==> src/hdl/mca_pkg.sv <==
// Package for the momentum carry audit accumulator.
// Types, codes and summary constants; no dependencies.
package mca_pkg;

   localparam int DEFAULT_MAX_SAMPLES = 65536;
   localparam logic [31:0] DENSITY_RESET = 32'd65536000;
   localparam int SUMMARY_WORDS = 26;

   localparam logic [2:0] ERR_OK    = 3'd0;
   localparam logic [2:0] ERR_ZERO  = 3'd1;
   localparam logic [2:0] ERR_ORDER = 3'd2;
   localparam logic [2:0] ERR_VOL   = 3'd3;
   localparam logic [2:0] ERR_OVF   = 3'd4;

   localparam logic signed [63:0] S64_MAX = 64'sh7FFF_FFFF_FFFF_FFFF;
   localparam logic signed [63:0] S64_MIN = 64'sh8000_0000_0000_0000;

   // Front-to-back queue entry: one classified sample.
   typedef struct packed {
      logic        kind;
      logic [63:0] id;
      logic [1:0]  axis;
      logic [31:0] vp;
      logic [31:0] vc;
      logic [31:0] vel;
      logic        last;
      logic [2:0]  pre_err;
   } item_type;

   typedef struct packed {
      logic        kind;
      logic [4:0]  idx;
      logic [63:0] main;
      logic [63:0] energy;
      logic        mc;
      logic        pc;
      logic [2:0]  err;
      logic        last;
   } result_type;

   function automatic logic signed [63:0] sat_add(logic signed [63:0] a,
                                                  logic signed [63:0] b);
      logic signed [64:0] s;
      s = {a[63], a} + {b[63], b};
      if (s > 65'sd9223372036854775807) return S64_MAX;
      if (s < -65'sd9223372036854775808) return S64_MIN;
      return s[63:0];
   endfunction

   function automatic logic signed [63:0] sat_sub(logic signed [63:0] a,
                                                  logic signed [63:0] b);
      logic signed [64:0] s;
      s = {a[63], a} - {b[63], b};
      if (s > 65'sd9223372036854775807) return S64_MAX;
      if (s < -65'sd9223372036854775808) return S64_MIN;
      return s[63:0];
   endfunction

endpackage

==> src/hdl/mca_front.sv <==
// Front end: accepts samples, screens ids/order/volumes, pushes to queue.
// Depends on mca_pkg.
module mca_front (
   input  logic              clock,
   input  logic              reset,
   input  logic              in_valid,
   output logic              in_ready,
   input  mca_pkg::item_type in_item,
   input  logic [31:0]       density,
   input  logic              order_upd,   // back end finished a non-last sample
   input  logic              order_kind,
   input  logic [63:0]       order_id,
   input  logic              order_clr,   // summary finished
   output logic              q_valid,
   input  logic              q_ready,
   output mca_pkg::item_type q_item
);
   import mca_pkg::*;

   // One item in flight: ordering depends on the back end's verdict.
   logic     busy_ff, busy_in;
   logic     full_ff, full_in;
   item_type q_ff, q_in;
   logic     lk_ff, lk_in;
   logic [63:0] lid_ff, lid_in;
   logic [2:0]  e;

   assign in_ready = !busy_ff;
   assign q_valid  = full_ff;
   assign q_item   = q_ff;

   always_comb begin
      if (in_item.id == 64'd0) e = ERR_ZERO;
      else if (in_item.axis == 2'd3 || (in_item.kind < lk_ff) ||
               (in_item.kind == lk_ff && in_item.id <= lid_ff)) e = ERR_ORDER;
      else if (in_item.vp == 32'd0 || in_item.vc == 32'd0 || density == 32'd0)
         e = ERR_VOL;
      else e = ERR_OK;
   end

   always_comb begin
      busy_in = busy_ff;
      full_in = full_ff;
      q_in    = q_ff;
      lk_in   = lk_ff;
      lid_in  = lid_ff;
      if (full_ff && q_ready) full_in = 1'b0;
      if (order_upd) begin
         lk_in  = order_kind;
         lid_in = order_id;
      end
      if (order_clr) begin
         lk_in  = 1'b0;
         lid_in = 64'd0;
      end
      if (order_upd || order_clr) busy_in = 1'b0;
      if (in_valid && in_ready) begin
         q_in         = in_item;
         q_in.pre_err = e;
         full_in      = 1'b1;
         busy_in      = 1'b1;
      end
   end

   always_ff @(posedge clock) begin
      if (reset) begin
         busy_ff <= 1'b0;
         full_ff <= 1'b0;
         lk_ff   <= 1'b0;
         lid_ff  <= 64'd0;
      end else begin
         busy_ff <= busy_in;
         full_ff <= full_in;
         lk_ff   <= lk_in;
         lid_ff  <= lid_in;
      end
      q_ff <= q_in;
   end

   assert property (@(posedge clock) disable iff (reset)
      (in_valid && in_ready) |=> q_valid)
      else $error("accepted beat not queued");
   assert property (@(posedge clock) disable iff (reset)
      (in_valid && in_ready) |=> !in_ready)
      else $error("front accepted twice");
   assert property (@(posedge clock) disable iff (reset)
      !busy_ff |-> !q_valid)
      else $error("queue holds item while front idle");
endmodule

==> config.mk <==
export PLATFORM = sky130hd
export DESIGN_NAME = mca_front
export DESIGN_NICKNAME = d
export VERILOG_FILES = /design/src/hdl/mca_pkg.sv /design/src/hdl/mca_front.sv
export SDC_FILE = /design/constraint.sdc
export NUM_CORES = 1
export LEC_CHECK = 0
export BUFFER_PORTS_ARGS = -buffer_cell sky130_fd_sc_hd__buf_4
export CORE_AREA = 2 2 171 173
export DETAILED_ROUTE_END_ITERATION = 8
export DIE_AREA = 0 0 173 175
export RECOVER_POWER = 25
export SLEW_MARGIN = 10
export SYNTH_ARGS = -nofsm -noshare
export SYNTH_HDL_FRONTEND = slang
export SYNTH_SLANG_ARGS = --single-unit
==> constraint.sdc <==
create_clock -name clock -period 11.3 [get_ports clock]
set_clock_uncertainty 0.05 [all_clocks]
set_input_delay 2.26 -clock clock [delete_from_list [all_inputs] [get_ports clock]]
set_output_delay 2.26 -clock clock [all_outputs]
set_load 0.1 [all_outputs]
# After elaboration in Yosys (flattened, before gate mapping)
# Cells that the tools add are included.
# W data, S select, Z words.
word_totals:
  regBits: 234
  inputBits: 270
op_classes:
  magnitude_cmp: 2
  n_eq_ne: 2
  mux: 6
  n_reduce_logical: 17
op_table:
  columns: ["operator", "n"]
  rows:
  - ["$logic_not A32 Y1", 3]
  - ["$le A64 B64 Y1", 1]
  - ["$logic_not A64 Y1", 1]
  - ["$logic_or A1 B1 Y1", 5]
  - ["$mux W1", 4]
  - ["$mux W2", 2]
  - ["$reduce_bool A2 Y1", 2]
  - ["$reduce_or A2 Y1", 2]
  - ["$logic_and A1 B1 Y1", 3]
  - ["$eq A2 B2 Y1 const B", 1]
  - ["$eq A1 B1 Y1", 1]
  - ["$logic_not A1 Y1", 1]
  - ["$lt A1 B1 Y1", 1]

# Depth between registers and ports, before layout
# Gate-level depths: netlist (run 1).
logic_depth:
  ltp_word: 5
  ltp_mapped: 9
  depth_no_buf: 9

# Worst setup path after synthesis (run 1)
# No wires, ideal clock.
synth_path:
  path_kind: "input -> register"
  from: "input in_valid"
  to: "register q_ff, in the netlist q_item[0] (enable)"
  setup_time_ns: 0.518
  t_arrival_ns: 5.588
  t_required_ns: 10.732
  setup_slack_ns: 5.144
  path_stages: 2
  cell_sequence: "nand2_1 > inv_1"
synth_between:
  elab_chain_len: 1
synth_rtl:
  columns: ["item", "line", "source"]
  rows:
  - ["start, declared", "mca_front.sv:6", "input logic in_valid,"]
  - ["$logic_and A1 B1 Y1", "mca_front.sv:57", "if (in_valid && in_ready) begin"]
  - ["end signal, assigned", "mca_front.sv:77", "q_ff <= q_in;"]
  - ["end, declared", "mca_front.sv:23", "item_type q_ff, q_in;"]
# Every way passes these cells.
# A chain may end at the register's enable or synchronous reset.

# Final worst setup path (run 1)
layout_path:
  from: "input in_item[115] in the netlist's numbering"
  to: "register q_ff, in the netlist q_item[1] (data pin)"
layout_between:
  elab_chain_len: 4
  elab_cells_between_ends: 5
  classes_between: "order compare: 1; mux: 1; reduce/logical: 3"
layout_rtl:
  columns: ["item", "line", "source"]
  rows:
  - ["start, declared", "mca_front.sv:8", "input mca_pkg::item_type in_item,"]
  - ["$le A64 B64 Y1", "mca_front.sv:35", "(in_item.kind == lk_ff && in_item.id <= lid_ff)) e = ERR_ORDER;"]
  - ["$logic_and A1 B1 Y1", "mca_front.sv:35", null]
  - ["$logic_or A1 B1 Y1", "mca_front.sv:34", "else if (in_item.axis == 2'd3 || (in_item.kind < lk_ff) ||"]
  - ["$mux W2", "mca_front.sv:34", null]
# Several ways; a longest one is shown, not always the timed one.

==> results of run 1 <==
==> logic make-up after synthesis <==
kind of cell / synth area share (%)
muxes: 6.93
AOI/OAI and AO/OA: 3.73
other: 0.0399
and+or+nand+nor: 9.79
DFF: 67.4
buffers and inverters: 3.50
adders and majority gates: 8.66
==> layer usage <==
layer	up-vias	wire length [µm]	track usage (%)
met4	4	1100	7.27
met1	3359	11400	21.6
met2	282	16100	35.9
met5	-	27	0
met3	56	2690	7.05
li1	3432	-	-
==> worst max-delay path by stage <==
stage,startpoint,to,slack (ps)
final,in_item[115],q_item[1]$_SDFFCE_PN0P_,7190
after global routing,in_item[115],q_item[1]$_SDFFCE_PN0P_,6990
after CTS,in_item[116],q_item[1]$_SDFFCE_PN0P_,7120
after detailed placement,in_item[116],q_item[1]$_SDFFCE_PN0P_,6560
after global placement,in_item[116],q_item[1]$_SDFFCE_PN0P_,6620
after floorplan,in_valid,q_item[0]$_SDFFCE_PN1P_,5140
==> stage by stage <==
| stage | power [mW] | util (%) |
|---|---|---|
| detailed placement | 1.51 | 46.1 |
| CTS | 2.33 | 49.0 |
| finish | 2.29 | 47.9 |
| global placement | 1.50 | 46.1 |
| floorplan | 1.34 | - |
| global route | 2.38 | 47.9 |
==> flip-flops by register name, indices dropped and copies added (netlist names) <==
signal,cells
q_valid,1
lk_ff,1
lid_ff,64
busy_ff,1
q_item,166
==> layout by cell type, fill, tap and decap left out, types with 2 or more instances in the layout <==
master / netlist / layout
sky130_fd_sc_hd__a21boi_0: 2 / 2
sky130_fd_sc_hd__a21o_1: 5 / 5
sky130_fd_sc_hd__a21oi_1: 28 / 28
sky130_fd_sc_hd__a221o_1: 2 / 2
sky130_fd_sc_hd__a221oi_1: 2 / 2
sky130_fd_sc_hd__a31oi_1: 2 / 2
sky130_fd_sc_hd__and4_1: 2 / 2
sky130_fd_sc_hd__buf_4: 1 / 296
sky130_fd_sc_hd__bufinv_16: 0 / 2
sky130_fd_sc_hd__clkbuf_1: 7 / 93
sky130_fd_sc_hd__clkbuf_16: 0 / 27
sky130_fd_sc_hd__clkbuf_4: 0 / 56
sky130_fd_sc_hd__clkinv_1: 0 / 6
sky130_fd_sc_hd__clkinv_2: 0 / 4
sky130_fd_sc_hd__dfxtp_1: 67 / 67
sky130_fd_sc_hd__diode_2: 0 / 3
sky130_fd_sc_hd__edfxtp_1: 166 / 166
sky130_fd_sc_hd__ha_1: 65 / 65
sky130_fd_sc_hd__inv_1: 70 / 69
sky130_fd_sc_hd__mux2i_1: 65 / 65
sky130_fd_sc_hd__nand2_1: 15 / 15
sky130_fd_sc_hd__nand3_1: 7 / 7
sky130_fd_sc_hd__nand4_1: 20 / 20
sky130_fd_sc_hd__nand4_2: 2 / 2
sky130_fd_sc_hd__nor2_1: 74 / 74
sky130_fd_sc_hd__nor3_1: 3 / 3
sky130_fd_sc_hd__nor4_1: 42 / 42
sky130_fd_sc_hd__o21ai_0: 9 / 9
sky130_fd_sc_hd__or3_1: 2 / 2
==> tightest hold or removal path, stage by stage (launching register included) <==
cell and delay, ps:
sky130_fd_sc_hd__dfxtp_1 310, sky130_fd_sc_hd__nand2b_1 60, sky130_fd_sc_hd__a21oi_1 60
==> power by group <==
part           switching, mW  internal (mW)  total, mW
logic                  0.366          0.124      0.489
clock network          0.339          0.484      0.823
registers             0.0140          0.968      0.982
==> cell type report <==
type | count | area (µm²)
flip-flops and latches | 233 | 6330
well taps | 384 | 480
multi-input cells | 363 | 2740
clock buffers | 35 | 706
inverters | 70 | 268
diodes | 3 | 7.51
fillers | 2726 | 14800
repair buffers | 437 | 2960
clock inverters | 14 | 121
==> run metrics, run 1 <==
outcome completed; Synth top cells by count 166 x sky130_fd_sc_hd__edfxtp_1, 74 x sky130_fd_sc_hd__nor2_1, 70 x sky130_fd_sc_hd__inv_1; worst skew pair latency 520 ps; worst reg2reg path depth 4; cells after synthesis 681; routability-driven placement congestion ratio just under 0.9; worst path setup slack after routing 7190 ps; class of the worst hold path flip-flop to flip-flop; Max Clock Freq 243 MHz; via count of the routed design 7133; DP Area 13100 µm²; startpoint of the lowest-slack register-to-register path busy_ff$_SDFFE_PP0P_; flop-to-flop setup slack just under 9000 ps; Levels on crit path 9; worst hold path depth 2; unrepaired setup endpoints after global routing false; post-detailed-placement half-perimeter wirelength 24800 µm; highest fanout seen on the critical path 3; total routed wirelength between 30000 and 40000 µm; antenna violations before repair 5; setup tns final 0 ps; placeable core area roughly 28000 µm²; highest cell delay on the worst timing path 460 ps; total power divided by cell area 169 nW/µm²; Top Family by Delay on Critical Path simple AND/OR/NAND/NOR gates; max-cap violation count 0; WL per Instance 20.4 µm; mean cell area of the mapped netlist 13.8 µm²; Congestion Overflow GR 0; static leakage 5.60 nW; flip-flop and latch count after synthesis around 230; standard cell with the maximum stage delay on the critical path sky130_fd_sc_hd__nor4_1; Chip Height 175 µm; critical path startpoint category primary input; Global Route Usage Sum approximately a fifth; buffers plus inverters on the worst setup path 1; dominant cells by area after synthesis sky130_fd_sc_hd__edfxtp_1 53%, sky130_fd_sc_hd__dfxtp_1 14%, sky130_fd_sc_hd__ha_1 8.7%; antenna violation net count after detailed routing 0; final cycle utilization of the critical path 36.4%; cell type with the highest aggregate area in the netlist sky130_fd_sc_hd__edfxtp_1; number of detailed-route iterations in the first pass 4; final-report max-slew violation count 0; FFs w/ async S/R, synth 0%; number of buffers inserted by port buffering 434; Via density 4.63; hold slack final ~420 ps; number of enable-type register cells in the synthesized netlist roughly 170; number of rows created at floorplan 62; post-detailed-route DRC marker count 0; Placed Instances around 1500; Mapped Area approximately 9400 µm²; Max transition margin 24.1%; clock transition at the registers of the reported paths 60 ps; Finished Layout Cells 1539; Cell Chain, Critical Path clkbuf_1 > ha_1 > nand4_1 > nor4_1 > a21boi_0 > or4_1 > a31oi_1 > and3_4 > o31a_1; worst endpoint data arrival time about 4300 ps; final hold violation count 0; Peak supply drop 0.109 mV; dominant synthesized flop cell sky130_fd_sc_hd__edfxtp_1; # nets final 1467; Initial DRC Count 301; setup violators final 0; Crit Path Category primary input to flip-flop; Post-Place Worst Slack 6560 ps; most frequently used cell type in the post-synthesis netlist sky130_fd_sc_hd__edfxtp_1; floorplan die width ~170 µm; terminating pin of the worst hold path q_valid$_SDFFE_PP0P_; required time worst endpoint ~12000 ps; cts bufs inserted 27; number of top-level pins around 440; vias in the first global route roughly 7300; Non-Filler Cell Area, Final 13600 µm²; Synth cell types 41; number of buffers inserted by post-CTS setup repair 0; post-cts resize count 0; layout cells sized above 1 34.4%; register area share after synthesis between 60% and 70%; cell chosen for the clock root sky130_fd_sc_hd__clkbuf_16; growth of design area from synthesis to finish 44.9%; proportion of netlist area held by the largest area contributor 53.1%; largest net degree at the start of global routing 85; slew at the pin closest to its max-slew limit 1140 ps; synth warn 0; deepest clock path buffer count 3; Clock H-tree levels 1; Initial Utilization 33.1%; TritonCTS clock tree built; Critical Path End Type flip-flop; hold_buf cts 0; endpoint of the lowest-slack register-to-register path q_item[12]$_DFFE_PP_; clock sink count roughly 230; syn nets 1016; minimum period implied by the final worst setup slack 4110 ps; launch instance of the worst min-delay path q_valid$_SDFFE_PP0P_; floorplan die area 30300 µm²; wire length of the first global-routing pass 45200 µm
Note: power is estimated with default switching activity, not from simulation.
==> run 2, diff against run 1 <==
Clock period 11.3 ns to 3.95 ns, I/O delays scaled along.
==> run 2 against run 1 <==
  * Via count grew 0.77%
  * Combinational power rose to 2.9 times the previous value
  * Critical path depth is the same
  * Setup slack got worse by 5900 ps
  * Total power grew to 3.0 times the previous value
  * Final cell count rose by 0.19%
  * Register-to-register slack worse by 7300 ps
  * Flip-flop and latch count unchanged
  * Sequential share of layout area is 0.87 points lower
  * Global-route usage decreased by 0.12 points
  * Die area stayed put
  * Highest routed layer unchanged
==> run metrics, run 2 (synthesized netlist as in run 1, its figures left out) <==
clock sink count 233 (unchanged); slew at the pin closest to its max-slew limit 890 ps (-249 ps); layout cells sized above 1 35.9% (+1.5 points); growth of design area from synthesis to finish 47.6%; Finished Layout Cells 1542 (+0.19%); Chip Height 175 µm (unchanged); class of the worst hold path primary input to flip-flop; unrepaired setup endpoints after global routing false; placeable core area 28400 µm² (unchanged); deepest clock path buffer count 3 (unchanged); final cycle utilization of the critical path 66.3%; cts bufs inserted 27 (unchanged); WL per Instance 20.2 µm (-0.87%); setup violators final 0 (unchanged); flip-flop count of the largest register after layout 166 (unchanged); worst skew pair latency 530 ps (about the same); Placed Instances 1492 (+0.34%); floorplan die width 173 µm (unchanged); total routed wirelength 31100 µm (-0.68%); most frequent standard cell in the layout excluding fill and tap cells sky130_fd_sc_hd__buf_4; worst path setup slack after routing 1330 ps (-5860 ps); via count of the routed design 7188 (+0.77%); antenna violations before repair 1 (-4); static leakage 5.72 nW (+2.3%); final-report max-slew violation count 0 (unchanged); clock transition at the registers of the reported paths 60 ps (about the same); critical path startpoint category primary input; minimum period implied by the final worst setup slack 2620 ps; worst endpoint data arrival time 2850 ps (-1490 ps); Post-Place Worst Slack 712 ps (-5850 ps); highest fanout seen on the critical path 3 (unchanged); vias in the first global route 7201 (-1.3%); total power divided by cell area 504 nW/µm² (+200%); post-cts resize count 0 (unchanged); hold_buf cts 0 (unchanged); startpoint of the lowest-slack register-to-register path lid_ff[15]$_SDFFE_PP0P_; TritonCTS clock tree built; cell chosen for the clock root sky130_fd_sc_hd__clkbuf_16; number of buffers inserted by post-CTS setup repair 0 (unchanged); routability-driven placement congestion ratio 0.873 (+0.86%); max-cap violation count 0 (unchanged); Initial DRC Count 399 (+33%); Max transition margin 40.7% (+17 points); post-detailed-placement half-perimeter wirelength 24900 µm (+0.48%); Max Clock Freq 382 MHz; Via density 4.66 (+0.58%); commonest cells after routing, fill and taps aside 298 x sky130_fd_sc_hd__buf_4, 166 x sky130_fd_sc_hd__edfxtp_1, 79 x sky130_fd_sc_hd__clkbuf_1; endpoint of the lowest-slack register-to-register path q_item[1]$_SDFFCE_PN0P_; wire length of the first global-routing pass 45100 µm (-0.31%); floorplan die area 30300 µm² (unchanged); number of top-level pins 439 (unchanged); largest net degree at the start of global routing 59 (-31%); final hold violation count 0 (unchanged); Critical Path End Type flip-flop; number of buffers inserted by port buffering 434 (unchanged); flop-to-flop setup slack 1370 ps (-7300 ps); worst reg2reg path depth 9 (+5); launch instance of the worst min-delay path reset; post-detailed-route DRC marker count 0 (unchanged); outcome completed; Crit Path Category primary input to flip-flop; # nets final 1472 (+0.34%); Congestion Overflow GR 0 (unchanged); Non-Filler Cell Area, Final 13900 µm² (+1.9%); number of detailed-route iterations in the first pass 5 (+1); antenna violation net count after detailed routing 0 (unchanged); worst hold path depth 2 (unchanged); Clock H-tree levels 1 (unchanged); setup tns final 0 ps (unchanged); required time worst endpoint 4180 ps (-7350 ps); terminating pin of the worst hold path q_valid$_SDFFE_PP0P_; number of rows created at floorplan 62 (unchanged); Peak supply drop 0.354 mV (+230%); DP Area 13200 µm² (+0.56%); Global Route Usage Sum 19.9% (-0.12 points); Initial Utilization 33.1% (unchanged)
==> run 2: per-layer routing <==
metal	wire length (µm)	vias to the layer above	global-route usage (%)	share of wire, %
li1	-	3450	-	-
met1	11400	3417	21.3	37
met2	16600	274	37.0	53
met3	2380	45	6.53	7.6
met4	778	2	5.86	2.5
met5	12	-	0	0.039
==> run 2: critical path, stage by stage <==
cell                       delay [ps]
sky130_fd_sc_hd__buf_4            130
sky130_fd_sc_hd__ha_1             290
sky130_fd_sc_hd__nand4_1          160
sky130_fd_sc_hd__nor4_1           470
sky130_fd_sc_hd__a21boi_0         260
sky130_fd_sc_hd__or4_1            180
sky130_fd_sc_hd__a31oi_1          100
sky130_fd_sc_hd__and3_4           200
sky130_fd_sc_hd__o31a_1           260
==> run 2: area by class of cell <==
class | instances | area, µm²
clock buffers | 28 | 679
clock inverters | 21 | 313
inverters | 70 | 267
diodes | 1 | 2.50
repair buffers | 442 | 3060
well taps | 384 | 480
multi-input cells | 363 | 2740
fillers | 2634 | 14500
flip-flops and latches | 233 | 6330
==> run 2: where the power goes <==
part / leakage [nW] / internal, mW / switching, mW
sequential: 2.14 / 2.77 / 0.0378
combinational: 3.11 / 0.366 / 1.05
clock: 0.473 / 1.77 / 1.00
==> run 2: worst max path at each step <==
| stage | start | endpoint | slack [ps] |
|---|---|---|---|
| after floorplan | busy_ff$_SDFFE_PP0P_ | q_item[0]$_SDFFCE_PN1P_ | 60 |
| after global placement | in_item[115] | q_item[1]$_SDFFCE_PN0P_ | 760 |
| after detailed placement | in_item[115] | q_item[1]$_SDFFCE_PN0P_ | 710 |
| after CTS | in_item[115] | q_item[1]$_SDFFCE_PN0P_ | 1280 |
| after global routing | lid_ff[15]$_SDFFE_PP0P_ | q_item[0]$_SDFFCE_PN1P_ | 1170 |
| final | in_item[115] | q_item[1]$_SDFFCE_PN0P_ | 1330 |
==> run 2: per-stage QoR <==
| step | utilization (%) | hold slack, ps | power [mW] |
|---|---|---|---|
| after floorplan | - | 410 | 3.82 |
| after global placement | 46.4 | 421 | 4.31 |
| after detailed placement | 46.4 | 412 | 4.32 |
| after CTS | 49.9 | 372 | 7.11 |
| after global routing | 48.8 | 384 | 7.23 |
| final | 48.8 | 398 | 6.99 |
==> run 3, diff against run 2 <==
Settings changed: CORE_AREA 2 2 171 173 to 2 2 172 174, DIE_AREA 0 0 173 175 to 0 0 174 176.
Clock period 3.95 ns to 2.3 ns, I/O delays scaled along.
==> run 3 against run 2 <==
  * The run now ends with setup timing left
  * Combinational power rose by 85%
  * Final cell count increased by 5.4%
  * Design area up 6.9%
  * Sequential share of layout area decreased by 2.8 points
  * Critical path depth increased by 1
  * Setup slack worse by 1400 ps
==> run metrics, run 3 (synthesized netlist as in run 1, its figures left out) <==
hold slack final 46.2 ps (-352 ps); total design power 12.0 mW (+71%); largest net degree at the start of global routing 38 (-36%); final-report max-slew violation count 0 (unchanged); critical path startpoint category flip-flop; Congestion Overflow GR 0 (unchanged); violated checks setup timing; floorplan die width 174 µm (+0.58%); flop-to-flop setup slack -70 ps (-1440 ps); required time worst endpoint 2530 ps (-1650 ps); final cycle utilization of the critical path 103%; slew at the pin closest to its max-slew limit 681 ps (-209 ps); terminating pin of the worst hold path q_valid$_SDFFE_PP0P_; Critical Path End Type flip-flop; vias in the first global route 7624 (+5.9%); outcome complete, but fails checks; fin util 51.9% (+3.1 points); # nets final 1552 (+5.4%); launch instance of the worst min-delay path reset; wire length of the first global-routing pass 46000 µm (+2.1%); post-detailed-route DRC marker count 0 (unchanged); Finished Layout Cells 1625 (+5.4%); TritonCTS clock tree built; commonest cells after routing, fill and taps aside 373 x sky130_fd_sc_hd__buf_4, 166 x sky130_fd_sc_hd__edfxtp_1, 80 x sky130_fd_sc_hd__clkbuf_4; flip-flop count of the largest register after layout 166 (unchanged); Crit Path Category flip-flop to flip-flop; highest-utilization routing layer at the global route stage met2; Non-Filler Cell Area, Final 14800 µm² (+6.9%); highest fanout seen on the critical path 3 (unchanged); total routed wirelength 32300 µm (+3.8%); deepest clock path buffer count 3 (unchanged); Initial Utilization 32.9% (-0.18 points); Max Clock Freq 422 MHz; Via density 4.65 (-0.25%); clock sink count 233 (unchanged); number of rows created at floorplan 62 (unchanged); floorplan die area 30600 µm² (+1.2%); Placed Instances 1566 (+5.0%); WL per Instance 19.9 µm (-1.5%); Chip Height 176 µm (+0.57%); number of fill cells in the layout 2562 (-2.7%); total power divided by cell area 806 nW/µm² (+60%); Post-Place Worst Slack -398 ps (-1110 ps); growth of design area from synthesis to finish 57.8%; Global Route Usage Sum 20.1% (+0.25 points); post-detailed-placement half-perimeter wirelength 26200 µm (+5.3%); routability-driven placement congestion ratio 0.849 (-2.7%); Peak supply drop 0.614 mV (+73%); worst path setup slack after routing -67.3 ps (-1400 ps); worst hold path depth 2 (unchanged); Clock H-tree levels 1 (unchanged); grt met3 use 7.08% (+0.56 points); setup tns final -132 ps (-132 ps); number of buffers inserted by port buffering 434 (unchanged); met1 track demand over resource in global routing 21.0% (-0.25 points); layout cells sized above 1 44.9% (+9.0 points); cts bufs inserted 28 (+3.7%); via count of the routed design 7556 (+5.1%); DP Area 13800 µm² (+4.8%); unrepaired setup endpoints after global routing true; most frequent standard cell in the layout excluding fill and tap cells sky130_fd_sc_hd__buf_4; antenna violations before repair 6 (+5); cell chosen for the clock root sky130_fd_sc_hd__clkbuf_16; placeable core area 28500 µm² (+0.55%); class of the worst hold path primary input to flip-flop; worst reg2reg path depth 10 (+1); final hold violation count 0 (unchanged); endpoint of the lowest-slack register-to-register path q_item[1]$_SDFFCE_PN0P_; worst skew pair latency 530 ps (about the same); hold_buf cts 0 (unchanged); worst endpoint data arrival time 2600 ps (-250 ps); startpoint of the lowest-slack register-to-register path lid_ff[54]$_SDFFE_PP0P_; number of top-level pins 439 (unchanged); Max transition margin 54.6% (+14 points); global routing usage on met2 36.4% (-0.61 points); minimum period implied by the final worst setup slack approximately 2400 ps; max-cap violation count 0 (unchanged); setup violators final 2 (+2); Initial DRC Count 243 (-39%); clock transition at the registers of the reported paths 60 ps (about the same); number of detailed-route iterations in the first pass 4 (-1); static leakage 6.22 nW (+8.7%); antenna violation net count after detailed routing 0 (unchanged)
## run 3: cell types whose count changed in the layout (fill, tap and decap cells not counted), moves of 6 or more
cell and change:
sky130_fd_sc_hd__buf_4 +75, sky130_fd_sc_hd__clkbuf_4 +17, sky130_fd_sc_hd__ha_1 -15, sky130_fd_sc_hd__ha_4 +15, sky130_fd_sc_hd__dfxtp_1 -14, sky130_fd_sc_hd__dfxtp_2 +14
sky130_fd_sc_hd__clkbuf_1 -12, sky130_fd_sc_hd__inv_1 -6, sky130_fd_sc_hd__inv_2 +6
## run 3: layer usage
layer / up-vias / part of all wire (%)
met1: 3565 / 35
met2: 299 / 51
met5: - / 0.14
li1: 3612 / -
met4: 6 / 4.4
met3: 74 / 8.8
## run 3: critical path: stages (launching register included)
cell,delay [ps]
sky130_fd_sc_hd__dfxtp_2,330
sky130_fd_sc_hd__inv_2,40
sky130_fd_sc_hd__ha_4,250
sky130_fd_sc_hd__nand4_1,140
sky130_fd_sc_hd__buf_4,180
sky130_fd_sc_hd__nor4_4,360
sky130_fd_sc_hd__nand4_4,150
sky130_fd_sc_hd__nor2_1,120
sky130_fd_sc_hd__a31oi_1,50
sky130_fd_sc_hd__and3_4,190
sky130_fd_sc_hd__o31a_1,270
## run 3: layout make-up
class | count | area [µm²] | share of cell area, %
inverter | 70 | 267 | 1.80
clock buffer | 41 | 821 | 5.54
multi-input combinational | 363 | 2980 | 20.1
tap | 384 | 480 | 3.24
timing repair buffer | 521 | 3790 | 25.5
clock inverter | 11 | 135 | 0.912
sequential | 233 | 6340 | 42.8
antenna | 2 | 5.00 | 0.0338
## run 3: report_power, final
group | switching [mW] | total (mW) | internal (mW)
combinational | 1.85 | 2.62 | 0.762
clock | 1.72 | 4.52 | 2.80
sequential | 0.0676 | 4.82 | 4.75
total | 3.64 | 12.0 | 8.31
## run 3: worst max-delay path by stage
stage                            start                      end  slack, ps  cells after the start
2_1_floorplan     busy_ff$_SDFFE_PP0P_  q_item[0]$_SDFFCE_PN1P_      -1590                      3
3_3_place_gp              in_item[117]  q_item[0]$_SDFFCE_PN1P_       -330                     10
3_5_place_dp              in_item[115]  q_item[1]$_SDFFCE_PN0P_       -400                      9
4_1_cts        lid_ff[12]$_SDFFE_PP0P_  q_item[0]$_SDFFCE_PN1P_        -70                     10
5_1_grt        lid_ff[53]$_SDFFE_PP0P_  q_item[1]$_SDFFCE_PN0P_       -140                     10
6_report       lid_ff[54]$_SDFFE_PP0P_  q_item[1]$_SDFFCE_PN0P_        -70                     10
## run 3: what timing repair did
action / CTS / global route
buffers inserted: 2 / 3
endpoints found under the setup margin: 2 / 2
pin swaps: 10 / 11
gates resized for setup: 14 / 32
